==> src/egd_pkg.sv <==
// Package for the exp-Golomb stream decoder.
// Shared constants, FSM state type and controller/datapath interface structs.
// No dependencies.
`timescale 1ns / 1ps

package egd_pkg;

  localparam int VALUE_BITS_DEF = 32;  // default result width
  localparam int DATA_W         = 32;  // result tdata width
  localparam int CODE_W         = 5;   // code_order width
  localparam int SUM_W          = 7;   // order plus zero count plus one
  localparam int BYTE_BITS      = 8;
  localparam int CNT_W          = 3;   // bit index within a byte

  typedef enum logic [1:0] {
    ST_IDLE,
    ST_RUN,
    ST_FLUSH
  } egd_state_t;

  // controller to datapath
  typedef struct packed {
    logic load;   // take a byte request
    logic step;   // decode the current bit
    logic flush;  // move held result out, marked last
  } egd_cmd_t;

  // datapath to controller
  typedef struct packed {
    logic bit_result;  // current bit finishes a code or an error
    logic pend_full;   // a result is held for the last flag
    logic out_free;    // output register can load this cycle
  } egd_status_t;

endpackage

==> src/exp_golomb_stream_decoder.sv <==
// Order-k exp-Golomb stream decoder, MSB first, one bit per cycle unless results
// back up at the output; each byte request is eight bit steps plus a flush state
// that also takes the next byte.
// Reset: synchronous rst clears code_order, the partial code and the output.
`timescale 1ns / 1ps

module exp_golomb_stream_decoder #(
  parameter int VALUE_BITS = egd_pkg::VALUE_BITS_DEF
) (
  input  logic                          clk,
  input  logic                          rst,
  input  logic                          cfg_we,
  input  logic [egd_pkg::CODE_W-1:0]    cfg_wdata,   // code_order
  input  logic                          s_tvalid,
  output logic                          s_tready,
  input  logic [egd_pkg::BYTE_BITS-1:0] s_tdata,     // data_byte
  input  logic                          s_tuser,     // start_req
  output logic                          m_tvalid,
  input  logic                          m_tready,
  output logic [egd_pkg::DATA_W-1:0]    m_tdata,     // value
  output logic                          m_tuser,     // error
  output logic                          m_tlast      // last
);

  egd_pkg::egd_cmd_t    cmd;
  egd_pkg::egd_status_t st;

  egd_ctrl u_ctrl (
    .clk      (clk),
    .rst      (rst),
    .s_tvalid (s_tvalid),
    .s_tready (s_tready),
    .st       (st),
    .cmd      (cmd)
  );

  egd_datapath #(
    .VALUE_BITS (VALUE_BITS)
  ) u_datapath (
    .clk       (clk),
    .rst       (rst),
    .cfg_we    (cfg_we),
    .cfg_wdata (cfg_wdata),
    .s_tdata   (s_tdata),
    .s_tuser   (s_tuser),
    .m_tvalid  (m_tvalid),
    .m_tready  (m_tready),
    .m_tdata   (m_tdata),
    .m_tuser   (m_tuser),
    .m_tlast   (m_tlast),
    .cmd       (cmd),
    .st        (st)
  );

`ifndef ASSERT_OFF
  // a step that makes a second result must find room for the held one
  a_no_lost_result: assert property (@(posedge clk) disable iff (rst)
    (cmd.step && st.bit_result && st.pend_full) |-> st.out_free)
    else $error("result step while held result cannot move out");

  a_flush_empties: assert property (@(posedge clk) disable iff (rst)
    cmd.flush |=> !st.pend_full)
    else $error("held result still present after flush");

  a_no_request_mid_byte: assert property (@(posedge clk) disable iff (rst)
    cmd.step |-> (!s_tready && !cmd.load && !cmd.flush))
    else $error("byte request taken while bits are being decoded");
`endif

endmodule

==> src/egd_ctrl.sv <==
// Controller for the exp-Golomb stream decoder.
// Sequences load, eight bit steps and the end-of-byte flush. Uses egd_pkg.
`timescale 1ns / 1ps

module egd_ctrl (
  input  logic                clk,
  input  logic                rst,
  input  logic                s_tvalid,
  output logic                s_tready,
  input  egd_pkg::egd_status_t st,
  output egd_pkg::egd_cmd_t    cmd
);

  egd_pkg::egd_state_t state, state_next;
  logic [egd_pkg::CNT_W-1:0] bit_cnt, bit_cnt_next;

  always_ff @(posedge clk) begin
    if (rst) begin
      state   <= egd_pkg::ST_IDLE;
      bit_cnt <= '0;
    end else begin
      state   <= state_next;
      bit_cnt <= bit_cnt_next;
    end
  end

  logic stall;
  logic can_done;

  always_comb begin
    state_next   = state;
    bit_cnt_next = bit_cnt;
    cmd          = '0;
    s_tready     = 1'b0;
    // a second result in one byte needs the output register for the held one
    stall        = st.bit_result && st.pend_full && !st.out_free;
    can_done     = !st.pend_full || st.out_free;
    unique case (state)
      egd_pkg::ST_IDLE: begin
        s_tready = 1'b1;
        if (s_tvalid) begin
          cmd.load     = 1'b1;
          bit_cnt_next = '0;
          state_next   = egd_pkg::ST_RUN;
        end
      end
      egd_pkg::ST_RUN: begin
        if (!stall) begin
          cmd.step     = 1'b1;
          bit_cnt_next = bit_cnt + 1'b1;
          if (bit_cnt == egd_pkg::CNT_W'(egd_pkg::BYTE_BITS - 1)) begin
            state_next = egd_pkg::ST_FLUSH;
          end
        end
      end
      egd_pkg::ST_FLUSH: begin
        s_tready  = can_done;
        cmd.flush = st.pend_full && st.out_free;
        if (can_done) begin
          if (s_tvalid) begin
            cmd.load     = 1'b1;
            bit_cnt_next = '0;
            state_next   = egd_pkg::ST_RUN;
          end else begin
            state_next = egd_pkg::ST_IDLE;
          end
        end
      end
      default: state_next = egd_pkg::ST_IDLE;
    endcase
  end

endmodule

==> src/egd_datapath.sv <==
// Datapath for the exp-Golomb stream decoder.
// Bit shifter, code state, value arithmetic, held result and output register.
// Uses egd_pkg; driven by egd_ctrl commands.
`timescale 1ns / 1ps

module egd_datapath #(
  parameter int VALUE_BITS = egd_pkg::VALUE_BITS_DEF
) (
  input  logic                          clk,
  input  logic                          rst,
  input  logic                          cfg_we,
  input  logic [egd_pkg::CODE_W-1:0]    cfg_wdata,
  input  logic [egd_pkg::BYTE_BITS-1:0] s_tdata,
  input  logic                          s_tuser,
  output logic                          m_tvalid,
  input  logic                          m_tready,
  output logic [egd_pkg::DATA_W-1:0]    m_tdata,
  output logic                          m_tuser,
  output logic                          m_tlast,
  input  egd_pkg::egd_cmd_t             cmd,
  output egd_pkg::egd_status_t          st
);

  localparam int LW = $clog2(VALUE_BITS);
  localparam int AW = VALUE_BITS - 1;
  localparam logic [VALUE_BITS-1:0] ONE = VALUE_BITS'(1);

  logic [egd_pkg::CODE_W-1:0]    code_order;
  logic [egd_pkg::BYTE_BITS-1:0] shift;
  logic                          reading_suffix;
  logic [LW-1:0]                 suffix_length;
  logic [LW-1:0]                 suffix_bits_left;
  logic [AW-1:0]                 suffix_accumulator;

  logic                  pend_full;
  logic [VALUE_BITS-1:0] pend_value;
  logic                  pend_error;

  logic                  out_valid;
  logic [VALUE_BITS-1:0] out_value;
  logic                  out_error;
  logic                  out_last;

  logic                      cur_bit;
  logic [egd_pkg::SUM_W-1:0] n_zero;
  logic [egd_pkg::SUM_W-1:0] n_one;
  logic                      ovf_zero, ovf_one;
  logic [AW-1:0]             acc_next;
  logic                      res_hit;
  logic                      res_error;
  logic [VALUE_BITS-1:0]     res_value;
  logic [VALUE_BITS-1:0]     pow_n, pow_k;
  logic                      out_free;

  always_comb begin
    cur_bit  = shift[egd_pkg::BYTE_BITS-1];
    n_zero   = egd_pkg::SUM_W'(code_order) + egd_pkg::SUM_W'(suffix_length) + 1'b1;
    n_one    = egd_pkg::SUM_W'(code_order) + egd_pkg::SUM_W'(suffix_length);
    ovf_zero = n_zero >= egd_pkg::SUM_W'(VALUE_BITS);
    ovf_one  = n_one >= egd_pkg::SUM_W'(VALUE_BITS);
    acc_next = {suffix_accumulator[AW-2:0], cur_bit};
    // 2^n + suffix - 2^k, wrapping; an order past the width drops out
    pow_n    = ONE << suffix_length;
    pow_k    = ONE << code_order;
    if (reading_suffix) begin
      res_hit   = suffix_bits_left == LW'(1);
      res_error = 1'b0;
      res_value = pow_n + VALUE_BITS'(acc_next) - pow_k;
    end else if (!cur_bit) begin
      res_hit   = ovf_zero;
      res_error = 1'b1;
      res_value = '0;
    end else begin
      // empty suffix finishes with value zero
      res_hit   = ovf_one || (n_one == '0);
      res_error = ovf_one;
      res_value = '0;
    end
    out_free      = !out_valid || m_tready;
    st.bit_result = res_hit;
    st.pend_full  = pend_full;
    st.out_free   = out_free;
  end

  always_ff @(posedge clk) begin
    if (rst) begin
      code_order <= '0;
    end else if (cfg_we) begin
      code_order <= cfg_wdata;
    end
  end

  // code state
  always_ff @(posedge clk) begin
    if (rst) begin
      reading_suffix     <= 1'b0;
      suffix_length      <= '0;
      suffix_bits_left   <= '0;
      suffix_accumulator <= '0;
    end else if (cmd.load) begin
      if (s_tuser) begin
        reading_suffix     <= 1'b0;
        suffix_length      <= '0;
        suffix_bits_left   <= '0;
        suffix_accumulator <= '0;
      end
    end else if (cmd.step) begin
      if (res_hit) begin
        reading_suffix     <= 1'b0;
        suffix_length      <= '0;
        suffix_bits_left   <= '0;
        suffix_accumulator <= '0;
      end else if (reading_suffix) begin
        suffix_accumulator <= acc_next;
        suffix_bits_left   <= suffix_bits_left - 1'b1;
      end else if (!cur_bit) begin
        suffix_length <= suffix_length + 1'b1;
      end else begin
        reading_suffix     <= 1'b1;
        suffix_length      <= LW'(n_one);
        suffix_bits_left   <= LW'(n_one);
        suffix_accumulator <= '0;
      end
    end
  end

  always_ff @(posedge clk) begin
    if (cmd.load) begin
      shift <= s_tdata;
    end else if (cmd.step) begin
      shift <= {shift[egd_pkg::BYTE_BITS-2:0], 1'b0};
    end
  end

  // held result: released with last=0 by the next result, last=1 by flush
  always_ff @(posedge clk) begin
    if (rst) begin
      pend_full <= 1'b0;
      out_valid <= 1'b0;
    end else begin
      if (out_valid && m_tready) begin
        out_valid <= 1'b0;
      end
      if (cmd.step && res_hit) begin
        pend_full <= 1'b1;
        if (pend_full) begin
          out_valid <= 1'b1;
        end
      end else if (cmd.flush) begin
        pend_full <= 1'b0;
        out_valid <= 1'b1;
      end
    end
  end

  always_ff @(posedge clk) begin
    if (cmd.step && res_hit) begin
      pend_value <= res_value;
      pend_error <= res_error;
      if (pend_full) begin
        out_value <= pend_value;
        out_error <= pend_error;
        out_last  <= 1'b0;
      end
    end else if (cmd.flush) begin
      out_value <= pend_value;
      out_error <= pend_error;
      out_last  <= 1'b1;
    end
  end

  assign m_tvalid = out_valid;
  assign m_tdata  = egd_pkg::DATA_W'(out_value);
  assign m_tuser  = out_error;
  assign m_tlast  = out_last;

endmodule
==> config.mk <==
export PLATFORM = sky130hd
export DESIGN_NAME = exp_golomb_stream_decoder
export DESIGN_NICKNAME = d
export VERILOG_FILES = /design/src/egd_pkg.sv /design/src/exp_golomb_stream_decoder.sv /design/src/egd_ctrl.sv /design/src/egd_datapath.sv
export SDC_FILE = /design/constraint.sdc
export NUM_CORES = 1
export LEC_CHECK = 0
export BUFFER_PORTS_ARGS = -buffer_cell sky130_fd_sc_hd__buf_2
export CAP_MARGIN = 20
export CORE_MARGIN = 3
export CORE_UTILIZATION = 40
export DETAILED_ROUTE_END_ITERATION = 6
export SLEW_MARGIN = 20
export SYNTH_ARGS = -nofsm -noshare
export SYNTH_HDL_FRONTEND = slang
export SYNTH_HIERARCHICAL = 1
export SYNTH_SLANG_ARGS = --single-unit
==> constraint.sdc <==
create_clock -name clk -period 5.32 [get_ports clk]
set_clock_uncertainty 0.1 [all_clocks]
set_input_delay 1.064 -clock clk [delete_from_list [all_inputs] [get_ports clk]]
set_output_delay 1.064 -clock clk [all_outputs]
set_load 0.02 [all_outputs]
After elaboration in Yosys (flattened, before gate mapping)
Index checks and enable logic that the tools add are counted.

Register bits after elaboration: 128. Input bits: 19. Output and inout bits: 36. Word-level logic and storage cells: 120.

$add $sub $neg: 7. Order comparisons: 2. Equal/unequal tests: 11. Shifts and indexed selects: 2. Multiplexer cells: 60. Reductions and logical operators: 23.

Operators with widths (count): $mux 30 (6); $mux 32 (3); $shl 1x5->32 const A (2); $mux 5 (11); $add 32x31->32 (1); $sub 32x32->32 (1); $mux 1 (27); $mux 8 (2); $ge 7x6->1 const B (2); $mux 3 (3); $pmux 3 s3 (1); $reduce_and 3->1 (3); $mux 2 (4); $add 6x1->7 const B (1); $logic_not 7->1 (1); $add 5x5->6 (1); $ne 2x1->1 const B (3); $ne 2x2->1 const B (3); $pmux 2 s3 (1); $add 5x1->5 const B (1); $eq 5x1->1 const B (1); $logic_and 1x1->1 (5); $sub 5x1->5 const B (1); $pmux 1 s2 (2); other kinds (13) (19).

Depth between registers and ports, before layout
Depth after elaboration: 12. Gate-level depth with buffers: 18. Mapped depth without buffers: 16.

Cells and area by module
Netlist, hierarchy kept.

By module, submodules not included: egd_datapath (times used 1, cells an instance 823, area an instance 8106.5 µm², seq. area each 3213.1 µm²); egd_ctrl (times used 1, cells an instance 31, area an instance 304.0 µm², seq. area each 100.1 µm²).

Worst setup path before layout
Ideal clock, no wire load.

Kind: reg2reg. From: reg u_datapath.suffix_length[0]. To: reg u_datapath.out_value[0] (netlist: u_datapath/m_tdata[0]), enable pin. Library setup time: 389 ps. Arrival: 3548 ps. Data required time: 4831 ps. Slack: 1283 ps. Stages on the path, launching flop included: 15. Path buffers: 1. Clock period less this slack: 4037 ps. Cell sequence: dfxtp_1 ha_1 fa_1 xor2_2 and3_1 a311o_1 a211oi_4 nor3b_4 buf_4 nand3b_1 nand2_1 inv_1 nand2_2 mux2i_1 inv_1.

RTL lines: start: declaration (line egd_datapath.sv:31) `logic [LW-1:0] suffix_length;`; start signal: assignment (line egd_datapath.sv:117) `suffix_length <= suffix_length + 1'b1;`; start signal: assignment (line egd_datapath.sv:120) `suffix_length <= LW'(n_one);`; end signal: assignment (line egd_datapath.sv:161) `out_value <= pend_value;`; end signal: assignment (line egd_datapath.sv:166) `out_value <= pend_value;`; end: declaration (line egd_datapath.sv:40) `logic [VALUE_BITS-1:0] out_value;`.

Worst setup path after layout
From: reg u_datapath.suffix_length[1]. To: reg u_datapath.pend_value[27] (data pin).

Word-level cells in the longest chain between the ends: 3.

RTL lines: $shl 1x5->32 (line egd_datapath.sv:63) `pow_n = ONE << suffix_length;`; $add 32x31->32 (line egd_datapath.sv:68) `res_value = pow_n + VALUE_BITS'(acc_next) - pow_k;`; $sub 32x32->32 (line egd_datapath.sv:68); end signal: assignment (line egd_datapath.sv:158) `pend_value <= res_value;`; end: declaration (line egd_datapath.sv:36) `logic [VALUE_BITS-1:0] pend_value;`.

No other way between the ends. A chain may end at the register's enable or synchronous reset.

==> flow_summary.toml <==
[clock_network]
clk_latency_ns = 0.42
cts_inserted_buffers = 17
cts.sinks = 128
post_cts_resized = 0
post_cts_buffers = 0
postCtsHoldBufs = 0
clk_path_buf_depth = 2
h-tree-depth = 4
cts_tree = "built"
path_clk_slew_ns = 0.06
cts_root_buffer = "clkbuf_16"

[worst_setup_path]
path_buf_inv = 1
worstPathCellList = "ha_1 -> nor2b_1 -> nand2_1 -> fa_1 -> inv_1 -> ha_1 -> a211oi_1 -> o21ai_0 -> a21oi_1 -> o211ai_1 -> a21oi_2 -> nor4b_2 -> or4_1 -> and3_1"
cp_top_family = "simple AND/OR/NAND/NOR gates"
endpoint_kind = "flip-flop"
worstPathMaxFanout = 7
cpMaxStageDelayCell = "fa_1"
worstReg2RegStart = "u_datapath/suffix_length[1]"
critPathLaunch = "u_datapath/suffix_length[1]"
crit_type = "reg -> reg"
r2r_cells = 14
rrSetupSlack_ns = 0.88
worst_setup_path_start_kind = "flip-flop"
reg2reg_to = "u_datapath/pend_value[27]"
cp_slowest_stage_delay_ns = 0.51
arrival_ns = 4.51
path_common_cell = "ha_1"
required_ns = 5.39

[finish]
nets = 992
drive_gt1_frac = 0.175
diodes = 0
syn2layout_area_growth_pct = 12.5
fillers = 2010
final_cell_mix = "inv_1 (108), nor2_1 (78), edfxtp_1 (75)"
layout.cells.most_common = "inv_1"
final_core_util = 0.463

[min_path]
hp-class = "reg -> reg"
hold_start = "u_datapath/pend_value[7]"
min_to = "u_datapath/m_tdata[7]"
worstHoldPathCells = 0

[floorplanning]
initial_core_util = 0.412
die_y_um = 151
pin_count = 55
coreArea_sq_mm = 0.0204
die_w_um = 151
dieArea_sq_mm = 0.0228
rows = 52

[logic_synthesis]
synth_compound_area_frac = 0.160
synth_mux_area_frac = 0.0225
postSynth.asyncResetShare = 0
syn-num-nets = 952
synth_fa_ha_area_frac = 0.146
yosysUniqueCellTypes = 72
yosys.area_share.simple = 0.174
syn-cell-area_sq_mm = 0.00841
synth_top_family_by_area = "simple AND/OR/NAND/NOR gates"
synth_seq_cells = 128
synthFlopType = "edfxtp_1"
synth_edf_count = 75
seq_area_frac_synth = 0.394
synthCells = 854
synth_xor_area_frac = 0.0301
yosysWarnings = 6
syn_area_per_cell_sq_um = 9.85

[global_route]
grt_pass1_wl_mm = 29.6
grt_max_degree = 65
first_global_vias = 5742
track_usage = 0.164
antenna_found_initial = 0
grt-ovfl-total = 0

[run_status]
status = "completed"

[route]
routedWlPerCell_um = 15.1
detail-route-antenna-nets = 0
drt_iter0_drc = 359
wl_mm = 17.7
vias = 6007
firstDrtPassIters = 5
drc = 0
via_per_inst = 5.10

[power_and_ir_drop]
p_per_area_mw_per_mm2 = 281
leakage_nw = 3.92
max-vdd-ir-drop_mv = 0.224

[timing]
finalCritPeriodShare = 0.834
post-route-min-period_ns = 4.44
grt_setup_unrepaired = "no"
max_freq_ghz = 0.225
worstMarginPinSlew_ns = 0.774
setup_viol = 0
slew_headroom = 0.484
finalSetupTns_ns = 0
hold_viol = 0
drv_slew = 0
finalWorstSetupSlack_ns = 0.881

[placement]
globalplace.congestion = 0.863
place_hpwl_mm = 12.8
io_buffers = 54
dp_slack_ns = 0.977

[job]
cap_violations = 0
==> worst max-delay path by stage <==
stage	to	slack, ns	depth (start not counted)
after floorplan	u_datapath/m_tdata[0]	1.28	14
after global placement	u_datapath/pend_value[27]	1.05	14
after detailed placement	u_datapath/pend_value[27]	0.98	14
after CTS	u_datapath/pend_value[27]	0.89	14
after global routing	u_datapath/pend_value[27]	0.64	14
final	u_datapath/pend_value[27]	0.88	14
==> cell families after synthesis <==
kind of cell    count (synthesis)
compound gates                171
xor+xnor                       28
fa+ha+maj                      79
buf+inv                       150
flops                         128
mux                            18
simple gates                  280
==> cell usage after synthesis (9+ instances only) <==
master    number  area, sq um
o31ai_2       30          375
xnor2_1       14          123
a21o_1        15          113
nand2b_1      13         81.3
xor2_1        13          114
dfxtp_1       53         1060
nor2b_1        9         56.3
edfxtp_1      75         2250
fa_1          32          641
clkbuf_1      30          113
a211oi_1       9         67.6
nor2_1        78          293
mux2i_1       11          110
inv_1        108          405
nand2_1       44          165
nand3_1       53          265
o21ai_0       21          105
and2_1        29          181
a21oi_1       42          210
ha_1          47          588
==> flip-flops by register name (all words and copies together), names as in the netlist, 2 cells and up <==
signal	flops
u_datapath/pend_value	32
u_datapath/suffix_accumulator	30
u_datapath/shift	8
u_datapath/code_order	5
u_ctrl/state	2
u_datapath/m_tdata	32
u_ctrl/bit_cnt	3
u_datapath/suffix_length	5
u_datapath/suffix_bits_left	5
==> metal layers <==
layer,global-route usage,vias to the layer above,part of all wire
met5,0,-,0
met4,0.0494,0,0.015
met3,0.0332,21,0.039
met2,0.255,125,0.45
met1,0.231,2814,0.49
li1,-,3047,-
==> power by group <==
part / total [mW] / switching [mW] / leakage (nW) / internal [mW]
registers: 1.10 / 0.0230 / 1.15 / 1.08
logic: 0.418 / 0.245 / 2.49 / 0.173
clock network: 1.14 / 0.450 / 0.274 / 0.687
==> stage by stage <==
stage	area (sq um)	instances	hold WS, ns	total power, mW
finish	9460	1177	0.316	2.66
global route	9460	1177	0.322	2.79
CTS	9460	1177	0.318	2.69
detailed placement	8890	1145	0.305	1.54
global placement	8890	1145	0.302	1.54
floorplan	8410	854	0.300	1.46
==> final cells by class <==
| type | count | area (sq um) | share of cell area |
|---|---|---|---|
| Clock buffer | 18 | 429 | 0.0454 |
| Inverter | 109 | 409 | 0.0432 |
| Tap cell | 270 | 338 | 0.0357 |
| Clock inverter | 14 | 141 | 0.0149 |
| Timing Repair Buffer | 62 | 343 | 0.0362 |
| Sequential cell | 128 | 3310 | 0.350 |
| Multi-Input combinational cell | 576 | 4490 | 0.474 |
Note: power is estimated with default switching activity, not from simulation.
